$ cat src/cicp_pkg.sv
// Package for the cascaded interrupt controller pair.
// Holds command codes, register constants and the structs that the modules share.
// Depends on nothing.
package cicp_pkg;

   localparam logic [2:0] CMD_PORT_WRITE = 3'd0;
   localparam logic [2:0] CMD_PORT_READ  = 3'd1;
   localparam logic [2:0] CMD_RAISE      = 3'd2;
   localparam logic [2:0] CMD_ACK        = 3'd3;
   localparam logic [2:0] CMD_ACK_AUTO   = 3'd4;
   localparam logic [2:0] CMD_EOI        = 3'd5;
   localparam logic [2:0] CMD_QUERY      = 3'd6;

   // Bit positions within a command or data port word.
   localparam int ICW1_BIT      = 4;
   localparam int OCW3_BIT      = 3;
   localparam int OCW3_RR_BIT   = 1;
   localparam int OCW3_RIS_BIT  = 0;
   localparam int ICW1_IC4_BIT  = 0;
   localparam int ICW4_AEOI_BIT = 1;

   // OCW2 forms, taken from the top three bits.
   localparam logic [2:0] OCW2_NS_EOI   = 3'b001;
   localparam logic [2:0] OCW2_SPEC_EOI = 3'b011;
   localparam logic [2:0] OCW2_ROT_EOI  = 3'b101;

   // Initialization sequence steps.
   localparam logic [1:0] STEP_IDLE = 2'd0;
   localparam logic [1:0] STEP_ICW2 = 2'd1;
   localparam logic [1:0] STEP_ICW3 = 2'd2;
   localparam logic [1:0] STEP_ICW4 = 2'd3;

   localparam logic [7:0] CASCADE_BIT    = 8'h04;
   localparam logic [7:0] SLAVE_GATE_ISR = 8'h03;

   localparam logic [7:0] MASTER_MASK_RST = 8'hFC;
   localparam logic [7:0] SLAVE_MASK_RST  = 8'hFF;
   localparam logic [7:0] MASTER_BASE_RST = 8'h08;
   localparam logic [7:0] SLAVE_BASE_RST  = 8'h70;

   typedef struct packed {
      logic [2:0] command;
      logic [1:0] port_select;
      logic [7:0] write_data;
      logic [3:0] irq_line;
   } req_item_type;

   typedef struct packed {
      logic [7:0] read_data;
      logic       deliverable;
      logic [7:0] vector_number;
   } rsp_item_type;

   // One update for one chip. Port writes and host edits are never both set.
   typedef struct packed {
      logic       cmd_wr;
      logic       data_wr;
      logic [7:0] wdata;
      logic [7:0] req_set;
      logic [7:0] req_clr;
      logic [7:0] isr_set;
      logic [7:0] isr_clr;
   } chip_op_type;

   typedef struct packed {
      logic [7:0] mask;
      logic [7:0] req;
      logic [7:0] isr;
      logic [7:0] base;
      logic       rsel;
      logic       aeoi;
   } chip_stat_type;

endpackage

$ cat src/cicp_req_if.sv
// Request channel interface of the cascaded interrupt controller pair.
// Depends on nothing.
interface cicp_req_if;
   logic       valid;
   logic       ready;
   logic [2:0] command;
   logic [1:0] port_select;
   logic [7:0] write_data;
   logic [3:0] irq_line;

   modport source (output valid, command, port_select, write_data, irq_line, input ready);
   modport sink (input valid, command, port_select, write_data, irq_line, output ready);
endinterface

$ cat src/cicp_rsp_if.sv
// Response channel interface of the cascaded interrupt controller pair.
// Depends on nothing.
interface cicp_rsp_if;
   logic       valid;
   logic       ready;
   logic [7:0] read_data;
   logic       deliverable;
   logic [7:0] vector_number;

   modport source (output valid, read_data, deliverable, vector_number, input ready);
   modport sink (input valid, read_data, deliverable, vector_number, output ready);
endinterface

$ cat src/cascaded_interrupt_controller_pair.sv
// Cascaded master/slave interrupt controller pair, top level.
// A word accepted on req_chan is held in the input stage, then its response in the output stage.
// Throughput: one word per cycle, limited only by the response side taking words.
// Reset (synchronous, active high) empties both stages and loads the chip registers
// with their power-up values: masks 0xFC/0xFF, vector bases 0x08/0x70, all else zero.
// Depends on cicp_pkg, cicp_req_if, cicp_rsp_if, cicp_chip and cicp_decode.
module cascaded_interrupt_controller_pair (
   input logic        clock,
   input logic        reset,
   cicp_req_if.sink   req_chan,
   cicp_rsp_if.source rsp_chan
);
   import cicp_pkg::*;

   // The input stage holds one request word. It is decoded against the current
   // chip registers in the cycle it moves on; the chips update at that edge and
   // the response is captured in the output stage at the same edge. Each word
   // therefore sees every effect of the word before it.
   logic         in_valid_ff, in_valid_in;
   req_item_type item_ff;
   logic         out_valid_ff, out_valid_in;
   rsp_item_type out_ff;

   logic          advance;
   logic          fire;
   logic          req_take;
   chip_stat_type m_stat;
   chip_stat_type s_stat;
   chip_op_type   m_op;
   chip_op_type   s_op;
   rsp_item_type  rsp_next;

   // The output stage frees up when it is empty or its word is being taken.
   assign advance  = !out_valid_ff || rsp_chan.ready;
   assign fire     = in_valid_ff && advance;
   assign req_chan.ready = !in_valid_ff || advance;
   assign req_take = req_chan.valid && req_chan.ready;

   assign in_valid_in  = req_take || (in_valid_ff && !advance);
   assign out_valid_in = fire || (out_valid_ff && !rsp_chan.ready);

   always_ff @(posedge clock) begin
      if (reset) begin
         in_valid_ff  <= 1'b0;
         out_valid_ff <= 1'b0;
      end else begin
         in_valid_ff  <= in_valid_in;
         out_valid_ff <= out_valid_in;
      end
   end

   always_ff @(posedge clock) begin
      if (req_take) begin
         item_ff.command     <= req_chan.command;
         item_ff.port_select <= req_chan.port_select;
         item_ff.write_data  <= req_chan.write_data;
         item_ff.irq_line    <= req_chan.irq_line;
      end
      if (fire) begin
         out_ff <= rsp_next;
      end
   end

   cicp_decode u_decode (
      .fire   (fire),
      .item   (item_ff),
      .m_stat (m_stat),
      .s_stat (s_stat),
      .m_op   (m_op),
      .s_op   (s_op),
      .rsp    (rsp_next)
   );

   // Master chip: lines 0 to 7; the slave cascades into its line 2.
   cicp_chip #(.SLAVE(1'b0)) u_master (
      .clock (clock),
      .reset (reset),
      .op    (m_op),
      .stat  (m_stat)
   );

   // Slave chip: lines 8 to 15.
   cicp_chip #(.SLAVE(1'b1)) u_slave (
      .clock (clock),
      .reset (reset),
      .op    (s_op),
      .stat  (s_stat)
   );

   assign rsp_chan.valid         = out_valid_ff;
   assign rsp_chan.read_data     = out_ff.read_data;
   assign rsp_chan.deliverable   = out_ff.deliverable;
   assign rsp_chan.vector_number = out_ff.vector_number;

   // A word stuck behind a stalled response stays in the input stage.
   assert property (@(posedge clock) disable iff (reset)
      in_valid_ff && !advance |=> in_valid_ff)
      else $error("input stage lost a word while the response side stalled");

   // A response appears only when a request word was waiting to be decoded.
   assert property (@(posedge clock) disable iff (reset)
      $rose(out_valid_ff) |-> $past(in_valid_ff))
      else $error("response word raised without a request word");

   // Acknowledging a slave line marks the cascade input in service on the master.
   assert property (@(posedge clock) disable iff (reset)
      fire && item_ff.command == CMD_ACK && item_ff.irq_line[3] && !m_stat.aeoi
      |=> m_stat.isr[2])
      else $error("slave acknowledge did not set master cascade in-service bit");

endmodule

$ cat src/cicp_chip.sv
// Register set of one interrupt controller chip and its update logic.
// Depends on cicp_pkg.
module cicp_chip #(
   parameter logic SLAVE = 1'b0
) (
   input  logic                   clock,
   input  logic                   reset,
   input  cicp_pkg::chip_op_type   op,
   output cicp_pkg::chip_stat_type stat
);
   import cicp_pkg::*;

   logic [7:0] mask_ff, mask_in;
   logic [7:0] req_ff, req_in;
   logic [7:0] isr_ff, isr_in;
   logic [7:0] base_ff, base_in;
   logic [1:0] step_ff, step_in;
   logic       f4_ff, f4_in;
   logic       rsel_ff, rsel_in;
   logic       aeoi_ff, aeoi_in;

   always_comb begin
      mask_in = mask_ff;
      req_in  = req_ff;
      isr_in  = isr_ff;
      base_in = base_ff;
      step_in = step_ff;
      f4_in   = f4_ff;
      rsel_in = rsel_ff;
      aeoi_in = aeoi_ff;
      if (op.cmd_wr) begin
         if (op.wdata[ICW1_BIT]) begin
            step_in = STEP_ICW2;
            f4_in   = op.wdata[ICW1_IC4_BIT];
            isr_in  = '0;
            req_in  = '0;
            mask_in = '0;
         end else if (op.wdata[OCW3_BIT]) begin
            if (op.wdata[OCW3_RR_BIT]) begin
               rsel_in = op.wdata[OCW3_RIS_BIT];
            end
         end else begin
            case (op.wdata[7:5])
               OCW2_NS_EOI, OCW2_ROT_EOI: begin
                  // Clearing the lowest set bit: x & (x - 1).
                  isr_in = isr_ff & (isr_ff - 8'd1);
               end
               OCW2_SPEC_EOI: begin
                  isr_in = isr_ff & ~(8'd1 << op.wdata[2:0]);
               end
               default: begin
               end
            endcase
         end
      end else if (op.data_wr) begin
         case (step_ff)
            STEP_ICW2: begin
               base_in = op.wdata;
               step_in = STEP_ICW3;
            end
            STEP_ICW3: begin
               step_in = f4_ff ? STEP_ICW4 : STEP_IDLE;
            end
            STEP_ICW4: begin
               aeoi_in = op.wdata[ICW4_AEOI_BIT];
               step_in = STEP_IDLE;
            end
            default: begin
               mask_in = op.wdata;
            end
         endcase
      end else begin
         req_in = (req_ff | op.req_set) & ~op.req_clr;
         isr_in = (isr_ff | op.isr_set) & ~op.isr_clr;
      end
   end

   always_ff @(posedge clock) begin
      if (reset) begin
         mask_ff <= SLAVE ? SLAVE_MASK_RST : MASTER_MASK_RST;
         base_ff <= SLAVE ? SLAVE_BASE_RST : MASTER_BASE_RST;
         req_ff  <= '0;
         isr_ff  <= '0;
         step_ff <= STEP_IDLE;
         f4_ff   <= 1'b0;
         rsel_ff <= 1'b0;
         aeoi_ff <= 1'b0;
      end else begin
         mask_ff <= mask_in;
         base_ff <= base_in;
         req_ff  <= req_in;
         isr_ff  <= isr_in;
         step_ff <= step_in;
         f4_ff   <= f4_in;
         rsel_ff <= rsel_in;
         aeoi_ff <= aeoi_in;
      end
   end

   assign stat.mask = mask_ff;
   assign stat.req  = req_ff;
   assign stat.isr  = isr_ff;
   assign stat.base = base_ff;
   assign stat.rsel = rsel_ff;
   assign stat.aeoi = aeoi_ff;

endmodule

$ cat src/cicp_decode.sv
// Command decode: turns one request word into per-chip updates and a response word.
// Depends on cicp_pkg.
module cicp_decode (
   input  logic                    fire,
   input  cicp_pkg::req_item_type  item,
   input  cicp_pkg::chip_stat_type m_stat,
   input  cicp_pkg::chip_stat_type s_stat,
   output cicp_pkg::chip_op_type   m_op,
   output cicp_pkg::chip_op_type   s_op,
   output cicp_pkg::rsp_item_type  rsp
);
   import cicp_pkg::*;

   logic          line_chip;
   logic [2:0]    line_idx;
   logic [7:0]    line_bit;
   logic [7:0]    prio_mask;
   logic [7:0]    slave_rest;
   chip_stat_type p_stat;
   chip_stat_type l_stat;

   always_comb begin
      line_chip  = item.irq_line[3];
      line_idx   = item.irq_line[2:0];
      line_bit   = 8'd1 << line_idx;
      // The line itself and every line of higher priority.
      prio_mask  = 8'hFF >> (3'd7 - line_idx);
      slave_rest = s_stat.isr & ~line_bit;
      p_stat     = item.port_select[1] ? s_stat : m_stat;
      l_stat     = line_chip ? s_stat : m_stat;

      m_op = '0;
      s_op = '0;
      rsp  = '0;

      case (item.command)
         CMD_PORT_WRITE: begin
            if (item.port_select[1]) begin
               s_op.cmd_wr  = ~item.port_select[0];
               s_op.data_wr = item.port_select[0];
               s_op.wdata   = item.write_data;
            end else begin
               m_op.cmd_wr  = ~item.port_select[0];
               m_op.data_wr = item.port_select[0];
               m_op.wdata   = item.write_data;
            end
         end
         CMD_PORT_READ: begin
            if (item.port_select[0]) begin
               rsp.read_data = p_stat.mask;
            end else begin
               rsp.read_data = p_stat.rsel ? p_stat.isr : p_stat.req;
            end
         end
         CMD_RAISE: begin
            if (line_chip) begin
               s_op.req_set = line_bit;
            end else begin
               m_op.req_set = line_bit;
            end
         end
         CMD_ACK: begin
            if (line_chip) begin
               s_op.req_clr = line_bit;
               s_op.isr_set = s_stat.aeoi ? 8'h00 : line_bit;
               m_op.isr_set = m_stat.aeoi ? 8'h00 : CASCADE_BIT;
            end else begin
               m_op.req_clr = line_bit;
               m_op.isr_set = m_stat.aeoi ? 8'h00 : line_bit;
            end
         end
         CMD_ACK_AUTO: begin
            if (line_chip) begin
               // Acknowledge then end of interrupt: the slave bit ends up clear.
               s_op.req_clr = line_bit;
               s_op.isr_clr = line_bit;
               m_op.isr_set = m_stat.aeoi ? 8'h00 : CASCADE_BIT;
               m_op.isr_clr = (slave_rest == 8'h00) ? CASCADE_BIT : 8'h00;
            end else begin
               m_op.req_clr = line_bit;
            end
         end
         CMD_EOI: begin
            if (line_chip) begin
               s_op.isr_clr = line_bit;
               m_op.isr_clr = (slave_rest == 8'h00) ? CASCADE_BIT : 8'h00;
            end else begin
               m_op.isr_clr = line_bit;
            end
         end
         CMD_QUERY: begin
            rsp.deliverable = ((l_stat.mask & line_bit) == 8'h00)
                           && ((l_stat.isr & prio_mask) == 8'h00)
                           && (!line_chip
                               || (((m_stat.mask & CASCADE_BIT) == 8'h00)
                                   && ((m_stat.isr & SLAVE_GATE_ISR) == 8'h00)));
            rsp.vector_number = l_stat.base + {5'd0, line_idx};
         end
         default: begin
         end
      endcase

      if (!fire) begin
         m_op = '0;
         s_op = '0;
      end
   end

endmodule
$ cat src/flat_wrapper.sv
// flat-port wrapper written by rule: the top's interface ports become plain ports
module cascaded_interrupt_controller_pair_flat import cicp_pkg::*;
  (clock, reset, req_chan_valid, req_chan_command, req_chan_port_select, req_chan_write_data, req_chan_irq_line, req_chan_ready, rsp_chan_valid, rsp_chan_read_data, rsp_chan_deliverable, rsp_chan_vector_number, rsp_chan_ready);
  cicp_req_if req_chan_i ();
  cicp_rsp_if rsp_chan_i ();
  input logic clock;
  input logic reset;
  input wire logic [$bits(req_chan_i.valid)-1:0] req_chan_valid;
  input wire logic [$bits(req_chan_i.command)-1:0] req_chan_command;
  input wire logic [$bits(req_chan_i.port_select)-1:0] req_chan_port_select;
  input wire logic [$bits(req_chan_i.write_data)-1:0] req_chan_write_data;
  input wire logic [$bits(req_chan_i.irq_line)-1:0] req_chan_irq_line;
  output wire logic [$bits(req_chan_i.ready)-1:0] req_chan_ready;
  output wire logic [$bits(rsp_chan_i.valid)-1:0] rsp_chan_valid;
  output wire logic [$bits(rsp_chan_i.read_data)-1:0] rsp_chan_read_data;
  output wire logic [$bits(rsp_chan_i.deliverable)-1:0] rsp_chan_deliverable;
  output wire logic [$bits(rsp_chan_i.vector_number)-1:0] rsp_chan_vector_number;
  input wire logic [$bits(rsp_chan_i.ready)-1:0] rsp_chan_ready;
  assign req_chan_i.valid = req_chan_valid;
  assign req_chan_i.command = req_chan_command;
  assign req_chan_i.port_select = req_chan_port_select;
  assign req_chan_i.write_data = req_chan_write_data;
  assign req_chan_i.irq_line = req_chan_irq_line;
  assign req_chan_ready = req_chan_i.ready;
  assign rsp_chan_valid = rsp_chan_i.valid;
  assign rsp_chan_read_data = rsp_chan_i.read_data;
  assign rsp_chan_deliverable = rsp_chan_i.deliverable;
  assign rsp_chan_vector_number = rsp_chan_i.vector_number;
  assign rsp_chan_i.ready = rsp_chan_ready;
  cascaded_interrupt_controller_pair u_core (.clock(clock), .reset(reset), .req_chan(req_chan_i), .rsp_chan(rsp_chan_i));
endmodule
$ cat config.mk
export PLATFORM = sky130hd
export DESIGN_NAME = cascaded_interrupt_controller_pair_flat
export DESIGN_NICKNAME = d
export VERILOG_FILES = /design/src/cicp_pkg.sv /design/src/cicp_req_if.sv /design/src/cicp_rsp_if.sv /design/src/cascaded_interrupt_controller_pair.sv /design/src/cicp_chip.sv /design/src/cicp_decode.sv /design/src/flat_wrapper.sv
export SDC_FILE = /design/constraint.sdc
export NUM_CORES = 1
export LEC_CHECK = 0
export ABC_AREA = 0
export BUFFER_PORTS_ARGS = -buffer_cell sky130_fd_sc_hd__buf_2
export CAP_MARGIN = 5
export CORE_ASPECT_RATIO = 2
export CORE_MARGIN = 4
export CORE_UTILIZATION = 45
export CTS_CLUSTER_SIZE = 24
export DETAILED_ROUTE_END_ITERATION = 7
export GPL_TIMING_DRIVEN = 0
export HOLD_SLACK_MARGIN = 0.12
export PLACE_DENSITY = 0.58
export SYNTH_ARGS = -nofsm -noshare
export SYNTH_HDL_FRONTEND = slang
export SYNTH_SLANG_ARGS = --single-unit
$ cat constraint.sdc
create_clock -name clock -period 8.3 [get_ports clock]
set_clock_uncertainty 0.1 [all_clocks]
set_input_delay 1.245 -clock clock [delete_from_list [all_inputs] [get_ports clock]]
set_output_delay 1.245 -clock clock [all_outputs]
set_load 0.005 [all_outputs]
After elaboration in Yosys (flattened, before gate mapping) --
Index checks and enable logic that the tools add are counted.
Storage, ports and cells: input bits 21, register bits after elaboration 110, output and inout bits 19
Cells by class: reduce and logical (&&, ||, !) cells 48, muxes and demuxes 59, $add $sub $neg 4, eq/ne operators 28, shift-type cells 4, bitwise operators 27
Operators by type and width (number):
- $mux W8 | 32
- $and A8 B8 Y8 | 11
- $mux W42 | 2
- $mux W34 | 2
- $pmux W8 S2 | 4
- $not A8 Y8 | 7
- $logic_not A8 Y1 | 5
- $mux W10 | 4
- $or A8 B8 Y8 | 4
- $pmux W16 S2 | 1
- $reduce_and A3 Y1 | 10
- $shl A1 B3 Y8 const A | 3
- $mux W16 | 1
- $mux W2 | 8
- $sub A8 B1 Y8 const B | 2
- $eq A3 B3 Y1 const B | 5
- $eq A3 B2 Y1 const B | 4
- $pmux W2 S3 | 2
- $mux W11 | 1
- $eq A3 B1 Y1 const B | 3
- $add A8 B3 Y8 | 1
- $eq A2 B2 Y1 const B | 4
- $ne A2 B1 Y1 const B | 4
- $ne A4 B4 Y1 const B | 2
- other kinds (17) | 48

Logic depth before layout (Yosys ltp) --
depth in word-level cells 15, mapped depth 11, gate-level depth less buffers 9

Modules after synthesis --
A second synthesis with hierarchy kept.
Second synthesis, totals: cell total of the unflattened synthesis 773, area, all modules 6706.4 sq um
Modules (own cells, without submodules):
- cicp_chip at u_core.u_slave | area each 1905.6 sq um, cells each 220, instances 1
- cicp_chip at u_core.u_master | area each 1875.5 sq um, cells each 224, instances 1
- cicp_decode | area each 1800.5 sq um, cells each 285, instances 1
- cascaded_interrupt_controller_pair | area each 1124.8 sq um, cells each 44, instances 1

Worst setup path after synthesis --
No wires, ideal clock.
path kind input-to-output, start point in rsp_chan_ready, end point out req_chan_ready, stages 3, path buffers 1, arrival 1930 ps, data required time 6955 ps, slack 5025 ps, cells stage by stage nor2b_1 buf_2 nand2_1
Between the ends: longest elaborated chain between the ends 2
Ends and longest elaborated chain:
- start: declaration | line flat_wrapper.sv:18 | input wire logic [$bits(rsp_chan_i.ready)-1:0] rsp_chan_ready;
- $logic_or A1 B1 Y1 | line cascaded_interrupt_controller_pair.sv:34 | assign advance = !out_valid_ff || rsp_chan.ready;
- $logic_or A1 B1 Y1 | line cascaded_interrupt_controller_pair.sv:36 | assign req_chan.ready = !in_valid_ff || advance;
- end: declaration | line flat_wrapper.sv:13 | output wire logic [$bits(req_chan_i.ready)-1:0] req_chan_ready;
Every way passes these cells.

Final worst setup path --
start point reg u_core.item_ff[3] (netlist bit), end point reg u_core.out_ff, in the netlist u_core.rsp_chan.vector_number[6] (data pin)
Between the ends: longest elaborated chain between the ends 2
Ends and longest elaborated chain:
- start: declaration | line cascaded_interrupt_controller_pair.sv:20 | req_item_type item_ff;
- $mux W34 | line cicp_decode.sv:30 | l_stat = line_chip ? s_stat : m_stat;
- $add A8 B3 Y8 | line cicp_decode.sv:97 | rsp.vector_number = l_stat.base + {5'd0, line_idx};
- end signal: assignment | line cascaded_interrupt_controller_pair.sv:60 | out_ff <= rsp_next;
- end: declaration | line cascaded_interrupt_controller_pair.sv:22 | rsp_item_type out_ff;
Every way passes these cells. A chain may end at the register's enable or synchronous reset.

==> results_dict.tcl <==
set metrics [dict create \
    status "finished, final reports clean" \
    hold_path.class "reg2reg" \
    drt.antenna.violating_nets 0 \
    cts_htree_levels 3 \
    routedWlPerCell_um 24.9 \
    clkPwrFrac 0.392 \
    drive_gt1_frac 0.127 \
    p_total_mw 1.12 \
    setup_viol 0 \
    cp-startpoint "u_core.item_ff[3]" \
    fp.dieH_um 172 \
    numCtsBuffers 9 \
    core_um2 13100 \
    path_max_fanout 10 \
    drt_wl_total_mm 21.8 \
    antenna_found_initial 0 \
    synth-seq-cells 110 \
    power_frac_seq 0.514 \
    die_w_um 90.0 \
    ir_drop_mv 0.117 \
    start_kind "flop" \
    synth_cells 669 \
    grt_usage 0.281 \
    p_per_area_nw_per_um2 166 \
    grt_first_pass_wirelength_mm 32.7 \
    synth.cell_area_um2 6050 \
    yosysUniqueCellTypes 73 \
    netlist_top_cells_area "dfxtp_1, edfxtp_1, mux2i_1" \
    start_util 0.461 \
    final.period_utilization 0.445 \
    maxCapViolCount 0 \
    seq_area_frac_synth 0.420 \
    cts_tree "done" \
    synth_edf_count 34 \
    place_congestion 0.983 \
    switching_power_uw 311 \
    power.leakage_nw 2.31 \
    pwr-share-comb 0.094 \
    rsz0062_at_grt "no" \
    drt_iter0_drc 504 \
    worstPathArrival_ps 3700 \
    stdcell_count 875 \
    r2r_start "u_core.item_ff[3]" \
    place_hpwl_mm 16.7 \
    min_from "u_core.u_master.mask_ff[1]" \
    p_int_uw 810 \
    grt_start_max_net_pins 22 \
    clk_pin_slew_ps 90 \
    clockRootBuffer "clkbuf_16" \
    dp_cells 859 \
    io_pins 40 \
    synth_top_cell_by_area "dfxtp_1" \
    avgSynthCellArea_um2 9.05 \
    worstPathRequired_ps 8300 \
    crit_type "reg2reg" \
    grt_pass1_vias 5614 \
    fillers 1248 \
    slew_headroom 0.325 \
    dieArea_um2 15500 \
    hold_viol_final 0 \
    postCtsSetupBuffers 0 \
    dominantRegCellSynth "dfxtp_1" \
    std_cell_rows 59 \
    clock_sinks 110 \
    clk_latency_ps 350 \
    fin_nets 745 \
    async_reset_ff_frac 0 \
    cp-end-kind "flop" \
    ys_warn_count 0 \
    antenna_cells 0 \
    ctsHoldBuffers 0 \
    grt.overflow.total 0 \
    report.final.slew_viol_count 0 \
    drc_errors 0 \
    p_sw_frac 0.277 \
    viasPerCell 6.43 \
    portBuffers 38 \
    post_cts_resize_count 0 \
    worst_pin_slew_ps 1010 \
    maxClockFrequency_ghz 0.270 \
    area_growth_pct 11.3 \
    dr_total_vias 5627 \
    firstDrtPassIters 5 \
    netlist.area_leader.share 0.251 \
    tns_ps 0 \
    max-clock-path-buffers 2 \
    synth_fp_nets 696 \
    fin_crit_ps 3700 \
]
cell usage after synthesis, types with 2 or more instances:
cell type  count
nor3_2         3
a211o_1       10
a21oi_1       69
edfxtp_1      34
dfxtp_1       76
and3b_1        2
nor4b_2        3
nor4_1         4
a31oi_1       11
and2_1         4
mux2i_1       36
nor2b_1       19
nor4_2         4
nor4_4         2
nand4_1       12
o21ai_0       23
a21o_1         7
xnor2_1        2
a211oi_1      36
o221ai_1       2
clkbuf_1      34
nand3_1       21
nor2_1        61
a311oi_1       2
o311ai_0       4
nor3_1        19
o22ai_1        2
or3_1          3
nor3b_1        7
a221o_1       12
mux2_2         4
o31ai_1        3
nand2b_1      15
ha_1           5
nand2_1       41
inv_1         18
buf_1          4
xor2_1         2
buf_2         10
nand3b_1      10
registers in the layout, summed over array words and instances, names as in the netlist, 2 cells and up:
register / cells
u_core.u_master.base_ff: 8
u_core.u_slave.isr_ff: 8
u_core.rsp_chan.read_data: 8
u_core.u_master.mask_ff: 8
u_core.u_master.isr_ff: 8
u_core.u_master.req_ff: 8
u_core.u_slave.step_ff: 2
u_core.rsp_chan.vector_number: 8
u_core.u_slave.base_ff: 8
u_core.u_master.step_ff: 2
u_core.u_slave.req_ff: 8
u_core.item_ff: 17
u_core.u_slave.mask_ff: 8
metrics by stage:
step            util  worst slack (ps)  cell area, um^2  hold WS (ps)
2_1_floorplan      -              5030             6050           342
3_3_place_gp   0.490              4660             6430           361
3_5_place_dp   0.490              4660             6430           368
4_1_cts        0.513              4640             6740           380
5_1_grt        0.513              4440             6740           416
6_report       0.513              4600             6740           383
cell families (layout without fill, tap and decap cells):
kind of cell	count (synthesis)	in the layout	share of synthesized area
DFF	110	110	0.420
and+or+nand+nor	240	240	0.222
AOI/OAI and AO/OA	200	200	0.223
xor gates and xnor gates	4	4	0.00579
buffers and inverters	68	122	0.0455
adders and majority gates	6	6	0.0136
muxes	41	41	0.0707
path summary, 6_finish.rpt:
path / cells past startpoint / to / slack [ps]
min reg2reg: 2 / u_core.u_master.mask_ff[1] / 380
max reg2reg: 11 / u_core.rsp_chan.vector_number[6] / 4600
min: 2 / u_core.u_master.mask_ff[1] / 380
max: 11 / u_core.rsp_chan.vector_number[6] / 4600
placed cells by master (no fill, tap or decap), drive strengths merged, types with 4 or more instances in the layout:
cell / count
dfxtp: 76
a21oi: 69
nor2: 62
buf: 53
clkbuf: 43
nand2: 41
mux2i: 36
a211oi: 36
edfxtp: 34
o21ai: 23
nor3: 23
nand3: 21
inv: 20
nor2b: 19
nand2b: 15
nand4: 12
a221o: 12
a31oi: 11
nand3b: 10
a211o: 10
nor4: 10
a21o: 7
nor3b: 7
clkinv: 6
ha: 5
o311ai: 5
mux2: 4
and2: 4
cell type report:
type,count,area (um^2),area share
Multi-Input combinational cell,491,3240,0.480
Clock inverter,7,80.1,0.0119
Sequential cell,110,2540,0.377
Tap cell,152,190,0.0282
Buffer,49,204,0.0303
Clock buffer,9,225,0.0334
Timing Repair Buffer,38,190,0.0282
Inverter,19,71.3,0.0106
per-layer routing:
layer  part of all wire  GRT usage  vias to the layer above  wire length, um
met4              0.064      0.185                        0             1390
met3              0.044     0.0313                       69              967
met1               0.35      0.286                     2705             7700
met5                  0          0                        -                0
met2               0.54      0.537                      243            11700
li1                   -          -                     2610                -
critical path, stage by stage, from the launching register on:
cell	delay, ps
edfxtp_1	570
clkbuf_1	540
buf_1	620
mux2_2	300
ha_1	170
inv_1	60
fa_1	400
nor2b_1	150
o21ai_0	140
a21oi_1	170
xor2_1	170
nor2_1	60
power by group through the flow:
stage	Combinational, mW	Clock [mW]	Sequential (mW)
6_report	0.105	0.440	0.577
5_1_grt	0.111	0.468	0.578
2_1_floorplan	0.0642	0	0.584
4_1_cts	0.103	0.445	0.577
3_3_place_gp	0.102	0	0.589
3_5_place_dp	0.103	0	0.589
(Power assumes the default switching activity.)
